<file path="config.mk">
export PLATFORM = sky130hd
export DESIGN_NAME = multi_queue_shared_buffer
export DESIGN_NICKNAME = d
export VERILOG_FILES = /design/src/sv/mqsb_pkg.sv /design/src/sv/multi_queue_shared_buffer.sv
export VERILOG_INCLUDE_DIRS = /design/src /design/src/sv
export SDC_FILE = /design/constraint.sdc
export NUM_CORES = 2
export LEC_CHECK = 0
export BUFFER_PORTS_ARGS = -buffer_cell sky130_fd_sc_hd__buf_4
export CORE_MARGIN = 8
export CORE_UTILIZATION = 45
export CTS_CLUSTER_DIAMETER = 40
export DETAILED_ROUTE_END_ITERATION = 8
export PLACE_DENSITY = 0.6
export SLEW_MARGIN = 20
export SYNTH_ARGS = -nofsm -noshare
export SYNTH_HDL_FRONTEND = slang
export SYNTH_SLANG_ARGS = --single-unit
</file>
<file path="constraint.sdc">
create_clock -name aclk -period 3.7 [get_ports aclk]
set_input_delay 0.37 -clock aclk [delete_from_list [all_inputs] [get_ports aclk]]
set_output_delay 0.37 -clock aclk [all_outputs]
set_load 0.05 [all_outputs]
</file>
<file path="src/sv/multi_queue_shared_buffer_defines.svh">
// ----------------------------------------------------------------------------
// Multi-queue shared buffer assertion macros
// Concurrent assertion helpers shared by the RTL of the block.
// ----------------------------------------------------------------------------
`ifndef MULTI_QUEUE_SHARED_BUFFER_DEFINES_SVH
`define MULTI_QUEUE_SHARED_BUFFER_DEFINES_SVH

// Same-cycle implication, checked outside reset.
`define MQSB_ASSERT_IMP(label, clk, rstn, ante, cons, msg) \
    label: assert property (@(posedge clk) disable iff (!rstn) (ante) |-> (cons)) \
        else $error(msg);

// Next-cycle implication, checked outside reset.
`define MQSB_ASSERT_NXT(label, clk, rstn, ante, cons, msg) \
    label: assert property (@(posedge clk) disable iff (!rstn) (ante) |=> (cons)) \
        else $error(msg);

`endif

</file>
<file path="src/sv/mqsb_pkg.sv">
// ----------------------------------------------------------------------------
// Multi-queue shared buffer package
// Sizes, pointer encoding, status codes and controller states.
// ----------------------------------------------------------------------------
package mqsb_pkg;

    localparam int SLOTS      = 64;
    localparam int QUEUES     = 8;
    localparam int DATA_WIDTH = 32;

    localparam int SLOT_W = $clog2(SLOTS);
    localparam int PTR_W  = SLOT_W + 1;
    localparam int QID_W  = 3;
    localparam int STAT_W = 2;
    localparam int OUT_W  = 32;

    // The null pointer is the value SLOTS.
    localparam logic [PTR_W-1:0] PTR_NULL = PTR_W'(SLOTS);

    typedef enum logic [STAT_W-1:0] {
        STAT_OK    = 2'd0,
        STAT_FULL  = 2'd1,
        STAT_EMPTY = 2'd2
    } status_t;

    typedef enum logic [2:0] {
        ST_IDLE,
        ST_EXEC,
        ST_LINK,
        ST_HOLD
    } state_t;

    localparam logic OP_ENQ = 1'b0;
    localparam logic OP_DEQ = 1'b1;

endpackage

</file>
<file path="src/sv/multi_queue_shared_buffer.sv">
// ----------------------------------------------------------------------------
// Multi-queue shared buffer
// Several FIFO queues threaded as linked lists through one shared slot store.
// ----------------------------------------------------------------------------
// The input stream carries one request per beat: s_tuser holds the operation
// (enqueue or dequeue) and the queue number, s_tdata the word to enqueue.
// Every request gives exactly one response on the output stream: m_tuser is
// the status (ok, buffer full, queue empty) and m_tdata the dequeued word,
// zero for enqueues and failed requests.
// A request is taken only while the controller is idle. A rejected request
// is answered from the idle state; a dequeue or an enqueue to an empty queue
// finishes in the execute state, and an enqueue to a non-empty queue goes on
// to a link state for the second write through the link memory's one write
// port. The data and link memories are read into registers on acceptance.
// The response sits in an output register, so the next request is taken while
// a response waits; if the receiver still holds the previous one when a new
// response is due, the controller waits with it until the register frees.
// Reset empties every queue and puts all slots on the free list at once; the
// link memory keeps a valid bit per entry, so no clearing pass is needed.
// ----------------------------------------------------------------------------
`include "multi_queue_shared_buffer_defines.svh"

module multi_queue_shared_buffer (
    input  logic        aclk,
    input  logic        aresetn,
    input  logic        s_tvalid,
    output logic        s_tready,
    input  logic [31:0] s_tdata,   // push_value[31:0]
    input  logic [3:0]  s_tuser,   // op[0], queue_id[3:1]
    output logic        m_tvalid,
    input  logic        m_tready,
    output logic [31:0] m_tdata,   // pop_value[31:0]
    output logic [1:0]  m_tuser    // status[1:0]
);

    localparam int SLOTS  = mqsb_pkg::SLOTS;
    localparam int QUEUES = mqsb_pkg::QUEUES;
    localparam int DW     = mqsb_pkg::DATA_WIDTH;
    localparam int SLOT_W = mqsb_pkg::SLOT_W;
    localparam int PTR_W  = mqsb_pkg::PTR_W;
    localparam int QID_W  = mqsb_pkg::QID_W;
    localparam int OUT_W  = mqsb_pkg::OUT_W;

    mqsb_pkg::state_t state_reg, state_next;

    logic             op_reg, op_next;
    logic [QID_W-1:0] qid_reg, qid_next;
    logic [DW-1:0]    val_reg, val_next;
    logic [SLOT_W-1:0] slot_reg, slot_next;

    logic [PTR_W-1:0] free_head_reg, free_head_next;
    logic [PTR_W-1:0] head_reg [QUEUES];
    logic [PTR_W-1:0] tail_reg [QUEUES];
    logic             head_we, tail_we;
    logic [PTR_W-1:0] head_wdata, tail_wdata;

    logic [DW-1:0]    data_mem [SLOTS];
    logic [PTR_W-1:0] link_mem [SLOTS];
    logic             link_vld_reg [SLOTS];
    logic [DW-1:0]    data_rd_reg;
    logic [PTR_W-1:0] link_rd_reg;
    logic             link_vld_rd_reg;

    logic              rd_en;
    logic [SLOT_W-1:0] rd_addr;
    logic              data_we;
    logic              link_we;
    logic [SLOT_W-1:0] link_waddr;
    logic [PTR_W-1:0]  link_wdata;

    mqsb_pkg::status_t res_status_reg, res_status_next, res_status;
    logic [OUT_W-1:0]  res_pop_reg, res_pop_next, res_pop;
    logic              res_valid;

    logic              m_tvalid_reg, m_tvalid_next;
    mqsb_pkg::status_t m_status_reg, m_status_next;
    logic [OUT_W-1:0]  m_pop_reg, m_pop_next;

    logic             in_op;
    logic [QID_W-1:0] in_qid;
    logic             qid_ok;
    logic [PTR_W-1:0] in_ptr;
    logic [PTR_W-1:0] link_val;
    logic             out_free;
    logic             accept;
    logic             sel_head_null, sel_tail_null;

    assign in_op    = s_tuser[0];
    assign in_qid   = s_tuser[3:1];
    assign qid_ok   = ((QID_W + 1)'(in_qid) < (QID_W + 1)'(QUEUES));
    assign in_ptr   = (in_op == mqsb_pkg::OP_DEQ) ? head_reg[in_qid] : free_head_reg;
    assign out_free = !m_tvalid_reg || m_tready;
    assign s_tready = (state_reg == mqsb_pkg::ST_IDLE);
    assign accept   = s_tvalid && s_tready;

    // An entry never written still holds its reset link to the next slot.
    assign link_val = link_vld_rd_reg ? link_rd_reg : (PTR_W'(slot_reg) + PTR_W'(1));

    assign sel_head_null = (head_reg[in_qid] >= PTR_W'(SLOTS));
    assign sel_tail_null = (tail_reg[in_qid] >= PTR_W'(SLOTS));

    always_comb begin
        state_next      = state_reg;
        op_next         = op_reg;
        qid_next        = qid_reg;
        val_next        = val_reg;
        slot_next       = slot_reg;
        free_head_next  = free_head_reg;
        head_we         = 1'b0;
        tail_we         = 1'b0;
        head_wdata      = mqsb_pkg::PTR_NULL;
        tail_wdata      = mqsb_pkg::PTR_NULL;
        rd_en           = 1'b0;
        rd_addr         = in_ptr[SLOT_W-1:0];
        data_we         = 1'b0;
        link_we         = 1'b0;
        link_waddr      = slot_reg;
        link_wdata      = mqsb_pkg::PTR_NULL;
        res_valid       = 1'b0;
        res_status      = mqsb_pkg::STAT_OK;
        res_pop         = '0;
        res_status_next = res_status_reg;
        res_pop_next    = res_pop_reg;
        m_tvalid_next   = m_tvalid_reg && !m_tready;
        m_status_next   = m_status_reg;
        m_pop_next      = m_pop_reg;

        case (state_reg)
            mqsb_pkg::ST_IDLE: begin
                if (accept) begin
                    op_next   = in_op;
                    qid_next  = in_qid;
                    val_next  = s_tdata[DW-1:0];
                    slot_next = in_ptr[SLOT_W-1:0];
                    if (!qid_ok || (in_ptr >= PTR_W'(SLOTS))) begin
                        res_valid  = 1'b1;
                        res_status = (in_op == mqsb_pkg::OP_DEQ) ? mqsb_pkg::STAT_EMPTY
                                                                 : mqsb_pkg::STAT_FULL;
                    end else begin
                        rd_en      = 1'b1;
                        state_next = mqsb_pkg::ST_EXEC;
                    end
                end
            end
            mqsb_pkg::ST_EXEC: begin
                if (op_reg == mqsb_pkg::OP_ENQ) begin
                    free_head_next = link_val;
                    data_we        = 1'b1;
                    link_we        = 1'b1;
                    link_waddr     = slot_reg;
                    link_wdata     = mqsb_pkg::PTR_NULL;
                    if (head_reg[qid_reg] >= PTR_W'(SLOTS)) begin
                        head_we    = 1'b1;
                        head_wdata = PTR_W'(slot_reg);
                        tail_we    = 1'b1;
                        tail_wdata = PTR_W'(slot_reg);
                        res_valid  = 1'b1;
                    end else begin
                        state_next = mqsb_pkg::ST_LINK;
                    end
                end else begin
                    res_valid  = 1'b1;
                    res_pop    = OUT_W'(data_rd_reg);
                    head_we    = 1'b1;
                    if (link_val >= PTR_W'(SLOTS)) begin
                        head_wdata = mqsb_pkg::PTR_NULL;
                        tail_we    = 1'b1;
                        tail_wdata = mqsb_pkg::PTR_NULL;
                    end else begin
                        head_wdata = link_val;
                    end
                    link_we        = 1'b1;
                    link_waddr     = slot_reg;
                    link_wdata     = free_head_reg;
                    free_head_next = PTR_W'(slot_reg);
                end
            end
            mqsb_pkg::ST_LINK: begin
                link_we    = 1'b1;
                link_waddr = tail_reg[qid_reg][SLOT_W-1:0];
                link_wdata = PTR_W'(slot_reg);
                tail_we    = 1'b1;
                tail_wdata = PTR_W'(slot_reg);
                res_valid  = 1'b1;
            end
            mqsb_pkg::ST_HOLD: begin
                res_valid  = 1'b1;
                res_status = res_status_reg;
                res_pop    = res_pop_reg;
            end
            default: begin
                state_next = mqsb_pkg::ST_IDLE;
            end
        endcase

        if (res_valid) begin
            if (out_free) begin
                m_tvalid_next = 1'b1;
                m_status_next = res_status;
                m_pop_next    = res_pop;
                state_next    = mqsb_pkg::ST_IDLE;
            end else begin
                res_status_next = res_status;
                res_pop_next    = res_pop;
                state_next      = mqsb_pkg::ST_HOLD;
            end
        end
    end

    always_ff @(posedge aclk) begin
        if (!aresetn) begin
            state_reg     <= mqsb_pkg::ST_IDLE;
            m_tvalid_reg  <= 1'b0;
            free_head_reg <= '0;
            for (int i = 0; i < QUEUES; i++) begin
                head_reg[i] <= mqsb_pkg::PTR_NULL;
                tail_reg[i] <= mqsb_pkg::PTR_NULL;
            end
            for (int i = 0; i < SLOTS; i++) begin
                link_vld_reg[i] <= 1'b0;
            end
        end else begin
            state_reg     <= state_next;
            m_tvalid_reg  <= m_tvalid_next;
            free_head_reg <= free_head_next;
            if (head_we) begin
                head_reg[qid_reg] <= head_wdata;
            end
            if (tail_we) begin
                tail_reg[qid_reg] <= tail_wdata;
            end
            if (link_we) begin
                link_vld_reg[link_waddr] <= 1'b1;
            end
        end
    end

    always_ff @(posedge aclk) begin
        op_reg         <= op_next;
        qid_reg        <= qid_next;
        val_reg        <= val_next;
        slot_reg       <= slot_next;
        res_status_reg <= res_status_next;
        res_pop_reg    <= res_pop_next;
        m_status_reg   <= m_status_next;
        m_pop_reg      <= m_pop_next;
    end

    always_ff @(posedge aclk) begin
        if (data_we) begin
            data_mem[slot_reg] <= val_reg;
        end
        if (rd_en) begin
            data_rd_reg <= data_mem[rd_addr];
        end
    end

    always_ff @(posedge aclk) begin
        if (link_we) begin
            link_mem[link_waddr] <= link_wdata;
        end
        if (rd_en) begin
            link_rd_reg     <= link_mem[rd_addr];
            link_vld_rd_reg <= link_vld_reg[rd_addr];
        end
    end

    assign m_tvalid = m_tvalid_reg;
    assign m_tdata  = m_pop_reg;
    assign m_tuser  = m_status_reg;

    `MQSB_ASSERT_IMP(a_head_tail_agree, aclk, aresetn, state_reg == mqsb_pkg::ST_IDLE, sel_head_null == sel_tail_null, "Queue head and tail disagree on emptiness.")
    `MQSB_ASSERT_NXT(a_free_head_moves, aclk, aresetn, (state_reg == mqsb_pkg::ST_EXEC) && (op_reg == mqsb_pkg::OP_ENQ), free_head_reg != $past(free_head_reg), "Free list head did not advance on enqueue.")
    `MQSB_ASSERT_IMP(a_write_states, aclk, aresetn, link_we || data_we, (state_reg == mqsb_pkg::ST_EXEC) || (state_reg == mqsb_pkg::ST_LINK), "Memory written outside an execute state.")

endmodule
</file>
==> flow_summary.ini <==
[run_status]
outcome = finished clean

[power_and_ir_drop]
power.share.clock_pct = 41.6
ir_worst_vdd_mv = 0.509
p_leak_nw = 47.0
sequentialPowerShare_pct = 41.6
p_int_w = 0.0655
pwr-share-comb_pct = 16.7
netSwitchingPower_w = 0.0256
switching_share_pct = 28.1
p_per_area_nw_per_um2 = 663

[detailed_routing]
num_vias = 72465
drtAntennaViolNets = 0
vias_per_cell = 6.03
dr.pass1.iters = 5
totalWireLength_um = 357000
drc_errors = 0
drtIter0Drc = 10220
routedWlPerCell_um = 29.7

[global_route]
grt_util_all_layers_pct = 26.2
antenna_found_initial = 24
grt_pass1_vias = 69414
grt_pass1_wl_um = 504000
grt-ovfl-total = 0
grt_max_degree = 79

[worst_hold_path]
hold_class = in -> reg
whs_endpoint = val_reg[8]
hp-start = s_tdata[8]
holdPathStages = 2

[clock_tree]
cts_tree = built
cts_buffer_depth = 4
cts_inserted_buffers = 397
clockRootBuffer = clkbuf_16
path_clk_slew_ns = 0.06
h-tree-depth = 5
clk_latency_ns = 1.01
clock-sinks = 2827

[floorplan]
initial_core_util_pct = 45.1
dieArea_um2 = 262000
die_width_um = 512
core_area_um2 = 245000
die_y_um = 512
io_pins = 76
rows = 182

[synth]
synth_top_family_by_area = simple AND/OR/NAND/NOR gates
synth_area_um2 = 111000
yosys.area_share.simple_pct = 10.5
synth.avg_cell_area_um2 = 14.6
ys_types = 66
synth_mux_area_share_pct = 5.82
synth-edff-count = 2750
synthArstFlopShare_pct = 0
synth_xor_area_share_pct = 0.0158
synthAdderAreaFrac_pct = 0.0565
synth_compound_gate_area_share_pct = 5.73
synth-seq-cells = 2827
yosys_most_used_dff = edfxtp_1
synth_cells = 7568
yosys_warnings = 0
ys_seq_area_share_pct = 75.9
synth_nets = 7613

[critical_path]
crit_arrival_ns = 4.40
cp_slowest_cell = or4_1
worstPathRequired_ns = 4.41
cp_common_cell = buf_12
cp-start-kind = flop
rrSetupSlack_ns = 0.008
cpPeakStageDelay_ns = 0.55
path_buf_inv = 5
rr_endpoint = data_rd_reg[10]
crit_fanout = 13
r2r-start = head_reg[3][1]
critPathCaptureType = flop
path_delay_family = simple AND/OR/NAND/NOR gates
criticalPathCategory = reg -> reg
path_cells = mux4_2 -> or2_4 -> a21oi_4 -> buf_12 -> inv_16 -> buf_8 -> nand2_8 -> buf_12 -> buf_12 -> a21oi_1 -> a2111oi_1 -> nor3_1 -> or4_1
worstRegToRegCells = 13

[sta]
relSlewSlack_pct = 25.6
hold_viol_final = 0
finClkSkew_ns = 0.0996
period_needed_ns = 3.69
rsz0062_at_grt = yes
worst_pin_slew_ns = 1.11
fin_setup_tns_ns = 0
finalSetupViolations = 0
finalCritPeriodShare_pct = 99.8
hold_slack_ns = 0.120
max_freq_mhz = 271
drv_slew = 0

[flow_run]
maxCapViolCount = 0

[finish]
fin_util_pct = 56.0
drive_above_1_share_pct = 21.5
area_growth_pct = 24.0
postLayoutCellArea_um2 = 137000
largest_reg_flops = 2048
nFillCells = 19134
nets = 8516

[place]
portBuffers = 75
place.gp.congestion = 0.895
dp_hpwl_um = 220000
place_area_um2 = 122000
[cell usage in the layout, fill, tap and decap left out, types with 56 or more instances in the layout]
master     synthesis  routed
nor2_4             0      63
clkbuf_16          0     405
dfxtp_1           77      77
edfxtp_1        2750    2750
a21oi_1          284     276
o221ai_1         133     108
o21ai_0          114     105
buf_4             20     754
mux4_2            78      78
mux2i_1          459     456
nor2_1           289     218
o21a_1            61      61
nand3_1          604     604
nand4_1           56      56
nand2_1         1582    1574
buf_12             0     152
a31oi_1          108      95
[worst max-delay path by stage]
| stage | endpoint | start | cells after the start | slack [ns] |
|---|---|---|---|---|
| global route | data_rd_reg[10] | head_reg[3][1] | 13 | -0.06 |
| detailed placement | data_rd_reg[25] | s_tuser[1] | 14 | -0.54 |
| CTS | data_rd_reg[22] | head_reg[3][1] | 14 | -0.03 |
| global placement | data_rd_reg[7] | s_tuser[1] | 13 | -0.77 |
| finish | data_rd_reg[10] | head_reg[3][1] | 13 | 0.008 |
| floorplan | m_tdata[0] | state_reg[0] | 7 | 0.04 |
[timing repair]
action	in CTS	in global routing
buffers inserted	24	9
resized for setup	93	101
setup endpoints to repair	36	38
pin swaps	12	18
hold buffers	40	0
cloned	7	4
hold endpoints to repair	59	0
[worst register-to-register path: stages, from the launching register on]
cell       delay, ns
edfxtp_1        0.35
mux4_2          0.47
or2_4           0.27
a21oi_4         0.17
buf_12          0.15
inv_16          0.08
buf_8           0.18
nand2_8         0.11
buf_12          0.17
buf_12          0.16
a21oi_1         0.06
a2111oi_1       0.42
nor3_1          0.26
or4_1           0.56
[power by group through the flow]
stage / Combinational, W / Sequential (W) / Clock (W)
2_1_floorplan: 0.00592 / 0.0392 / 0
3_3_place_gp: 0.0141 / 0.0386 / 0
3_5_place_dp: 0.0143 / 0.0386 / 0
4_1_cts: 0.0148 / 0.0379 / 0.0383
5_1_grt: 0.0158 / 0.0379 / 0.0395
6_report: 0.0152 / 0.0379 / 0.0379
[cells in the mapped netlist (10+ instances only)]
cell type  instances  share of area [%]
a311oi_1          38               0.30
mux2i_1          459                4.1
a22oi_1           18               0.12
nor4_1            36               0.20
and3_1            18               0.10
a2111oi_0         26               0.21
a211oi_1          12              0.081
edfxtp_1        2750                 75
o21a_1            61               0.41
o221ai_1         133                1.1
or4_1             36               0.24
nand4_1           56               0.32
buf_1             70               0.24
clkbuf_1         251               0.85
nor2_1           289               0.98
inv_1             17              0.058
mux4_2            78                1.6
dfxtp_1           77                1.4
a22o_1            33               0.26
o22ai_1           47               0.27
nand2_1         1582                5.4
and2_1            10              0.056
buf_2            137               0.62
nor2b_1           14              0.079
buf_4             20               0.14
nor3_1            67               0.30
o21ai_0          114               0.52
a21oi_1          284                1.3
a31oi_1          108               0.61
o32ai_1           24               0.19
nand3_1          604                2.7
[cells by family (layout without fill, tap and decap cells)]
group	after synthesis	after routing
muxes	546	546
xor gates and xnor gates	2	2
and+or+nand+nor	2733	2733
buffers and inverters	501	1719
adders and majority gates	5	5
AOI/OAI and AO/OA	954	954
DFF	2827	2827
other	0	10
[area by class of cell]
cell class	count	area [µm²]	share of cell area, %
repair buffers	984	9880	7.19
inverters	20	115	0.0838
multi-input cells	4240	25900	18.8
clock buffers	439	10300	7.47
clock inverters	275	3060	2.23
well taps	3220	4030	2.93
flip-flops and latches	2827	84100	61.2
diodes	10	25.0	0.0182
repair inverters	1	8.76	0.00637
[per-layer routing]
layer	routed length (µm)	vias to the layer above	share of wire [%]	track usage [%]
met3	36400	782	10	5.36
li1	-	30754	-	-
met1	142000	36697	40	36.4
met4	15600	14	4.4	10.3
met2	163000	4218	46	40.8
met5	93	-	0.026	0
[metrics by stage]
| step | instances | worst slack [ns] | power, W |
|---|---|---|---|
| detailed placement | 11208 | -0.536 | 0.0529 |
| floorplan | 7568 | 0.0449 | 0.0451 |
| global route | 12011 | -0.0635 | 0.0933 |
| finish | 12016 | 0.00806 | 0.0911 |
| CTS | 11992 | -0.0272 | 0.0909 |
| global placement | 11205 | -0.772 | 0.0527 |
Note: power is estimated with default switching activity, not from simulation.
